**src/rtl/flptm_pkg.sv**
```systemverilog
`timescale 1ns / 1ps
// ----------------------------------------------------------------------------
// flptm_pkg
// Shared types and constants of the four-level page table mapper.
// ----------------------------------------------------------------------------
package flptm_pkg;

	// field widths
	localparam int ENT_W   = 64;
	localparam int BASE_W  = 40;
	localparam int IDX_W   = 9;
	localparam int CNT_W   = 21;
	localparam int PADDR_W = 4;
	localparam int PDATA_W = 64;

	// command codes
	localparam logic [1:0] CMD_MAP_2M    = 2'd0;
	localparam logic [1:0] CMD_MAP_4K    = 2'd1;
	localparam logic [1:0] CMD_MAP_RANGE = 2'd2;
	localparam logic [1:0] CMD_READ      = 2'd3;

	// register index (paddr bit 3)
	localparam logic REG_TABLE_BASE = 1'b0;

	// status codes
	localparam logic STATUS_OK   = 1'b0;
	localparam logic STATUS_FULL = 1'b1;

	// entry bits and masks
	localparam logic [63:0] ENT_PRESENT = 64'h001;
	localparam logic [63:0] ENT_WRITE   = 64'h002;
	localparam logic [63:0] ENT_HUGE    = 64'h080;
	localparam logic [63:0] MASK_4K     = ~64'hfff;
	localparam logic [63:0] MASK_2M     = ~64'h1fffff;
	localparam logic [63:0] PAGE_BYTES  = 64'h1000;

	typedef enum logic {
		ALU_ADD,
		ALU_SUB
	} alu_op_t;

	typedef struct packed {
		alu_op_t     op;
		logic [63:0] a;
		logic [63:0] b;
		logic [63:0] limit;
	} alu_req_t;

	typedef struct packed {
		logic [63:0] sum;
		logic        below;
	} alu_rsp_t;

endpackage

```
**src/rtl/flptm_alu.sv**
```systemverilog
`timescale 1ns / 1ps
// ----------------------------------------------------------------------------
// flptm_alu
// Shared 64-bit add/subtract unit with an unsigned below-limit compare.
// ----------------------------------------------------------------------------
module flptm_alu (
	input  flptm_pkg::alu_req_t req,
	output flptm_pkg::alu_rsp_t rsp
);
	import flptm_pkg::*;

	logic [63:0] sum;

	// add or subtract, modulo 2^64
	always_comb begin
		case (req.op)
			ALU_SUB: sum = req.a - req.b;
			default: sum = req.a + req.b;
		endcase
	end

	assign rsp.sum   = sum;
	assign rsp.below = (sum < req.limit);
endmodule

```
**config.mk**
```make
export PLATFORM = sky130hd
export DESIGN_NAME = flptm_alu
export DESIGN_NICKNAME = d
export VERILOG_FILES = /design/src/rtl/flptm_pkg.sv /design/src/rtl/flptm_alu.sv
export SDC_FILE = /design/constraint.sdc
export NUM_CORES = 1
export LEC_CHECK = 0
export BUFFER_PORTS_ARGS = -buffer_cell sky130_fd_sc_hd__buf_2
export CAP_MARGIN = 5
export CORE_MARGIN = 5
export CORE_UTILIZATION = 45
export DETAILED_ROUTE_END_ITERATION = 12
export PLACE_DENSITY = 0.84
export REMOVE_ABC_BUFFERS = 1
export SYNTH_ARGS = -nofsm -noshare
export SYNTH_HDL_FRONTEND = slang
export SYNTH_SLANG_ARGS = --single-unit
```
**constraint.sdc**
```tcl
create_clock -name vclk -period 15.3
set_input_delay 2.295 -clock vclk [all_inputs]
set_output_delay 2.295 -clock vclk [all_outputs]
set_load 0.05 [all_outputs]
```
==> flow_metrics.py, run 1 <==
metrics = {
    "logic_synthesis": {
        "synth_cells": 952,
        "syn_area_mm2": 0.00647,
        "synth_commonest_cells": "ha_1, a21oi_1, xnor2_1, inv_1, nor2_1",
        "syn_avg_cell_area_um2": 6.80,
        "synth_area_leaders": "ha_1, xnor2_1, a21oi_1",
        "yosysMostFrequentCell": "ha_1",
        "yosysTopAreaCell": "ha_1",
        "synth.top_cell.area_share_pct": 24.5,
        "yosysUniqueCellTypes": 65,
        "yosysSeqAreaShare_pct": 0,
        "yosysWarnings": 0,
    },
    "placement": {
        "place_inst": 1358,
        "place_hpwl_um": 19900,
        "portBuffers": 258,
        "place_congestion": 0.982,
    },
    "min_path": {
        "hold_class": "input pin to primary output",
    },
    "sta": {
        "worst_pin_slew_ps": 782,
        "rsz0062_at_grt": "no",
        "setup_viol_count_final": 0,
        "slew_viol_final": 0,
        "period_share_pct": 72.8,
        "fin_setup_tns_ps": 0,
        "max_freq_mhz": 89.8,
        "timing.hold.ws_ps": 5120,
        "post-route-min-period_ps": 11140,
        "finalHoldViolCount": 0,
        "slew_headroom_pct": 47.0,
    },
    "routing": {
        "post_drt_wl_per_cell_um": 16.5,
        "vias_per_cell": 5.77,
        "drt_iter0_drc": 544,
        "drcViolationCount": 0,
        "num_vias": 7854,
        "drt_pass1_iterations": 5,
        "antenna_left": 0,
        "wirelength_um": 22400,
    },
    "worst_setup_path": {
        "critPathArrivalTime_ps": 8840,
        "crit_path_end_kind": "primary output",
        "slowest_stage": "nor4_2",
        "path_max_fanout": 7,
        "cp_num_buf_inv": 2,
        "critPathKind": "input pin to primary output",
        "worstSetupStartpoint": "req[69]",
        "max_stage_delay_ps": 510,
        "cpLargestDelayFamily": "compound AO/OA/AOI/OAI gates",
        "cp-endpoint": "rsp[0]",
        "cp_num_cells": 26,
        "crit_required_ps": 13010,
        "cp-start-kind": "input pin",
    },
    "grt": {
        "grt.met2_usage_pct": 41.1,
        "grt_overflow_total": 0,
        "grt_usage_pct": 24.2,
        "antenna_found_initial": 3,
        "use_met1_pct": 33.2,
        "grt_pass1_vias": 7090,
        "grt_max_degree": 64,
        "grt_pass1_wl_um": 34100,
        "met3_usage_pct": 2.62,
        "busiest_layer": "met2",
    },
    "layout": {
        "nFillCells": 1391,
        "layout.nets": 1501,
        "post-route-util_pct": 56.3,
        "regArea_um2": 0,
        "syn2layout_area_growth_pct": 21.6,
        "final_cells": 1361,
        "drive_gt1_share_pct": 23.5,
        "multi_input_area_mm2": 0.00599,
        "clock_buffers": 0,
        "flops_and_latches": 0,
    },
    "cts": {
        "cts-resized-gates": 0,
        "post_cts_buffers": 0,
        "cts_hold_buf": 0,
    },
    "power_and_ir_drop": {
        "vdd_ir_drop_max_mv": 0.0658,
        "p_leak_nw": 4.00,
        "power_density_mw_per_mm2": 93.2,
    },
    "floorplanning": {
        "start_util_pct": 46.3,
        "die_h_um": 130,
        "coreArea_mm2": 0.0140,
        "die-area_mm2": 0.0169,
        "ios": 258,
        "dieWidth_um": 130,
        "rows": 43,
    },
    "outcome": {
        "outcome": "completed",
    },
    "run": {
        "timing.max_cap.violations": 0,
    },
}
layout by cell type, fill, tap and decap left out, drive strengths merged, types with 6 or more instances in the layout:
cell type / instances
nand3: 12
nor4: 15
o21ai: 50
o21bai: 12
a21o: 39
nand4: 29
nor2b: 7
buf: 259
ha: 127
o211ai: 8
a211oi: 7
a21boi: 6
xor2: 25
o21a: 12
a21oi: 124
and3: 6
and2: 9
nand2: 57
xnor2: 98
nor2: 79
inv: 92
a31oi: 14
nor3: 33
routing by layer:
metal	vias to the layer above	wire [um]
li1	3901	-
met2	334	10300
met5	-	0
met4	0	505
met1	3584	9810
met3	35	1790
cells by family after synthesis:
logic type / synth area share (%)
AO/OA/AOI/OAI: 28.5
XOR/XNOR: 16.8
adder cells (fa/ha/maj): 24.9
buffers and inverters: 7.42
multiplexers: 0.155
AND/OR/NAND/NOR: 22.3
worst min-delay path by stage:
stage                     endpoint  slack, ps  depth (start not counted)      from
after floorplan             rsp[1]       4900                          2   req[64]
after global placement      rsp[1]       5100                          5  req[128]
after detailed placement    rsp[1]       5130                          5  req[128]
after CTS                   rsp[1]       5130                          5  req[128]
after global routing        rsp[1]       5150                          5  req[128]
final                       rsp[1]       5120                          5  req[128]
area by class of cell:
type / instances / share of cell area [%]
antenna: 3 / 0.0954
inverter: 92 / 4.39
multi-input combinational: 827 / 76.2
tap: 180 / 2.86
timing repair buffer: 259 / 16.5
power by group:
part	switching, W	total, W	internal [W]
registers	0	0	0
logic	0.000502	0.000733	0.000231
clock network	0	0.0000000000263	0.0000000000263
total	0.000502	0.000733	0.000231
through the flow:
stage	setup WS [ps]	area, um^2	power, W
floorplan	4470	6340	0.000540
global placement	4470	7860	0.000719
detailed placement	4280	7860	0.000727
CTS	4270	7860	0.000730
global route	3620	7870	0.000792
finish	4160	7870	0.000733
(Power assumes the default switching activity.)
==> run 2: changes to the inputs <==
- PLACE_DENSITY: 0.84 -> 0.87
- clock period: 15.3 -> 9.11 ns (I/O delays scaled with it)
==> run 2 against run 1 <==
Sequential cell count did not move. Routed wire length rose by 4.6%. Global-route usage rose by 1.4 points. Design area rose by 1.8%. Core utilization rose by 1.0 points. Cell count rose by 0.88%. Via count rose by 0.78%. Critical path type unchanged. Highest routed layer unchanged.
==> flow_metrics.py, run 2 (synthesized netlist as in run 1, its figures left out) <==
metrics = {
    "outcome": {
        "outcome": "completed",
    },
    "routing": {
        "drt_pass1_iterations": 5,
        "post_drt_wl_per_cell_um": 17.1,
        "num_vias": 7915,
        "vias_per_cell": 5.76,
        "antenna_left": 0,
        "drcViolationCount": 0,
        "wirelength_um": 23500,
        "drt_iter0_drc": 516,
    },
    "grt": {
        "grt_pass1_vias": 7498,
        "use_met1_pct": 33.6,
        "grt_overflow_total": 0,
        "grt.met2_usage_pct": 44.1,
        "antenna_found_initial": 6,
        "grt_usage_pct": 25.6,
        "met3_usage_pct": 3.85,
        "grt_pass1_wl_um": 35800,
        "busiest_layer": "met2",
        "grt_max_degree": 36,
    },
    "placement": {
        "place_inst": 1367,
        "portBuffers": 258,
        "placed_area_mm2": 0.00793,
        "dp_slack_ps": 224,
        "place_congestion": 0.995,
        "place_hpwl_um": 20900,
    },
    "worst_setup_path": {
        "max_stage_delay_ps": 570,
        "cp_num_buf_inv": 2,
        "cp-start-kind": "input pin",
        "crit_required_ps": 7740,
        "crit_path_end_kind": "primary output",
        "critPathKind": "input pin to primary output",
        "slowest_stage": "or4_4",
        "cpLargestDelayFamily": "compound AO/OA/AOI/OAI gates",
        "critPathArrivalTime_ps": 7360,
        "path_max_fanout": 6,
    },
    "power_and_ir_drop": {
        "p_leak_nw": 4.06,
        "vdd_ir_drop_max_mv": 0.110,
        "power_density_mw_per_mm2": 156,
        "power_w": 0.00125,
    },
    "sta": {
        "finalHoldViolCount": 0,
        "fin_setup_tns_ps": 0,
        "max_freq_mhz": 115,
        "setup_viol_count_final": 0,
        "worst_pin_slew_ps": 738,
        "post-route-min-period_ps": 8730,
        "slew_headroom_pct": 50.0,
        "slew_viol_final": 0,
        "setup_slack_ps": 382,
        "rsz0062_at_grt": "no",
        "period_share_pct": 95.8,
    },
    "floorplanning": {
        "coreArea_mm2": 0.0140,
        "dieWidth_um": 130,
        "start_util_pct": 46.3,
        "die_h_um": 130,
        "die-area_mm2": 0.0169,
        "rows": 43,
        "ios": 258,
    },
    "min_path": {
        "hold_end": "rsp[1]",
        "hold_class": "input pin to primary output",
        "hp-start": "req[128]",
        "hold_depth": 5,
    },
    "layout": {
        "layout.nets": 1510,
        "clock_buffers": 0,
        "final_cell_mix": "buf_2, ha_1, a21oi_1",
        "final_area_mm2": 0.00801,
        "nFillCells": 1386,
        "layout_commonest_cell": "buf_2",
        "regArea_um2": 0,
        "flops_and_latches": 0,
        "syn2layout_area_growth_pct": 23.8,
        "drive_gt1_share_pct": 24.9,
        "final_cells": 1373,
    },
    "cts": {
        "cts_hold_buf": 0,
    },
    "run": {
        "timing.max_cap.violations": 0,
    },
}
## run 2: how the worst max path moves through the flow
stage	end	cells past startpoint	slack, ps	startpoint
floorplan	rsp[0]	26	130	req[69]
global placement	rsp[0]	27	320	req[74]
detailed placement	rsp[0]	28	220	req[93]
CTS	rsp[0]	28	220	req[93]
global route	rsp[0]	28	20	req[93]
finish	rsp[0]	28	380	req[93]
## run 2: area by class of cell
class	count	area, um^2	share of cell area, %
multi-input cells	827	6060	75.6
repair buffers	268	1370	17.1
inverters	92	345	4.31
diodes	6	15.0	0.187
well taps	180	225	2.81
## run 2: power breakdown
part                  total, W  switching (W)     internal (W)
Sequential                   0              0                0
Clock          0.0000000000881              0  0.0000000000881
Combinational          0.00125       0.000855         0.000395
## run 2: what timing repair did
item,in CTS,in global routing
buffers inserted,0,0
endpoints found under the setup margin,0,1
endpoints found under the hold margin,0,0
resized for setup,0,13
## run 2: per-stage QoR
step                      hold WS [ps]  util [%]
after floorplan                   3040         -
after global placement            3250      56.7
after detailed placement          3250      56.7
after CTS                         3250      56.7
after global routing              3310      57.3
final                             3240      57.3
## run 2: layer usage
| layer | part of all wire, % | vias up |
|---|---|---|
| li1 | - | 3921 |
| met1 | 42 | 3610 |
| met2 | 47 | 333 |
| met3 | 8.0 | 51 |
| met4 | 2.7 | 0 |
| met5 | 0 | - |
==> run 3: changes to the inputs <==
- ABC_CLOCK_PERIOD_IN_PS: unset -> 9110
- CORE_ASPECT_RATIO: unset -> 1.1
==> run 3 against run 2 <==
Cell count grew 0.73%. Power down 0.76%. Die area about the same. Critical path depth did not move. Sequential cell count unchanged.
==> flow_metrics.py, run 3 (synthesized netlist as in run 1, its figures left out) <==
metrics = {
    "worst_setup_path": {
        "max_stage_delay_ps": 570,
        "crit_path_end_kind": "primary output",
        "cpMostUsedCell": "o21bai_1",
        "path_max_fanout": 6,
        "cpLargestDelayFamily": "compound AO/OA/AOI/OAI gates",
        "critPathKind": "input pin to primary output",
        "crit_required_ps": 7740,
        "cp-start-kind": "input pin",
        "slowest_stage": "or4_4",
        "critPathArrivalTime_ps": 7320,
        "cp_num_buf_inv": 2,
    },
    "floorplanning": {
        "ios": 258,
        "coreArea_mm2": 0.0143,
        "dieWidth_um": 124,
        "die-area_mm2": 0.0169,
        "start_util_pct": 45.4,
        "rows": 46,
        "die_h_um": 136,
    },
    "layout": {
        "drive_gt1_share_pct": 25.0,
        "syn2layout_area_growth_pct": 24.2,
        "nFillCells": 1419,
        "layout_commonest_cell": "buf_2",
        "clock_buffers": 0,
        "final_cell_mix": "buf_2, ha_1, a21oi_1",
        "final_area_mm2": 0.00804,
        "regArea_um2": 0,
        "layout.nets": 1510,
        "flops_and_latches": 0,
    },
    "routing": {
        "antenna_left": 0,
        "num_vias": 7863,
        "drt_iter0_drc": 505,
        "drcViolationCount": 0,
        "post_drt_wl_per_cell_um": 16.6,
        "vias_per_cell": 5.69,
        "drt_pass1_iterations": 7,
        "wirelength_um": 22900,
    },
    "grt": {
        "grt_max_degree": 34,
        "grt_pass1_wl_um": 35900,
        "met3_usage_pct": 5.15,
        "grt_usage_pct": 25.0,
        "use_met1_pct": 28.3,
        "grt_overflow_total": 0,
        "grt_pass1_vias": 7738,
        "grt.met2_usage_pct": 47.2,
        "busiest_layer": "met2",
        "antenna_found_initial": 8,
    },
    "placement": {
        "place_congestion": 0.984,
        "placed_area_mm2": 0.00792,
        "portBuffers": 258,
        "place_hpwl_um": 20200,
    },
    "power_and_ir_drop": {
        "switchingPower_w": 0.000843,
        "seqPwrFrac_pct": 0,
        "swShare_pct": 68.0,
        "p_leak_nw": 4.06,
        "vdd_ir_drop_max_mv": 0.138,
        "clkPwrFrac_pct": 0,
        "power.internal_w": 0.000398,
        "combPwrFrac_pct": 100.0,
        "power_w": 0.00124,
        "power_density_mw_per_mm2": 154,
    },
    "sta": {
        "finalHoldViolCount": 0,
        "period_share_pct": 95.3,
        "setup_viol_count_final": 0,
        "slew_headroom_pct": 51.3,
        "post-route-min-period_ps": 8680,
        "worst_pin_slew_ps": 719,
        "timing.hold.ws_ps": 3240,
        "max_freq_mhz": 115,
        "slew_viol_final": 0,
    },
    "min_path": {
        "hold_class": "input pin to primary output",
    },
    "outcome": {
        "outcome": "completed",
    },
    "run": {
        "timing.max_cap.violations": 0,
    },
}
run 3: changes by cell type in the layout (fill, tap and decap cells not counted), sizes merged:
cell / previous run / this run
buf: 267 / 268
diode: 6 / 4
clkbuf: 1 / 0
run 3: path summary, 6_finish.rpt:
| path | startpoint | endpoint | slack, ps | depth (start not counted) |
|---|---|---|---|---|
| hold / removal | req[64] | rsp[1] | 3240 | 4 |
| setup / recovery | req[93] | rsp[0] | 430 | 28 |
run 3: per-stage QoR:
| stage | setup WS [ps] | std cells | util [%] | TNS (ps) |
|---|---|---|---|---|
| after floorplan | 134 | 919 | - | 0 |
| after global placement | 229 | 1376 | 55.5 | 0 |
| after detailed placement | 132 | 1376 | 55.5 | 0 |
| after CTS | 96.0 | 1376 | 55.5 | 0 |
| after global routing | -7.07 | 1381 | 56.3 | -7.07 |
| final | 428 | 1383 | 56.3 | 0 |
run 3: what timing repair did:
action / in CTS / in global routing
endpoints found under the setup margin: 0 / 1
resized for setup: 0 / 20
hold buffers: 0 / 0
setup buffers: 0 / 3
run 3: area by class of cell:
class	instances	area, um^2	area share [%]
Antenna cell	4	10.0	0.124
Inverter	92	345	4.30
Multi-Input combinational cell	827	6070	75.5
Tap cell	192	240	2.99
Timing Repair Buffer	268	1370	17.1
run 3: power by group through the flow:
stage / Clock [W] / Sequential, W / Combinational (W)
after global routing: 0.0000000000294 / 0 / 0.00134
after detailed placement: 0 / 0 / 0.00122
final: 0.0000000000589 / 0 / 0.00124
after global placement: 0 / 0 / 0.00120
after CTS: 0 / 0 / 0.00122
after floorplan: 0 / 0 / 0.000907
run 3: metal layers:
metal | part of all wire [%] | vias up
met5 | 0.29 | -
met4 | 3.3 | 12
met3 | 8.0 | 72
met2 | 49 | 329
met1 | 39 | 3526
li1 | - | 3924
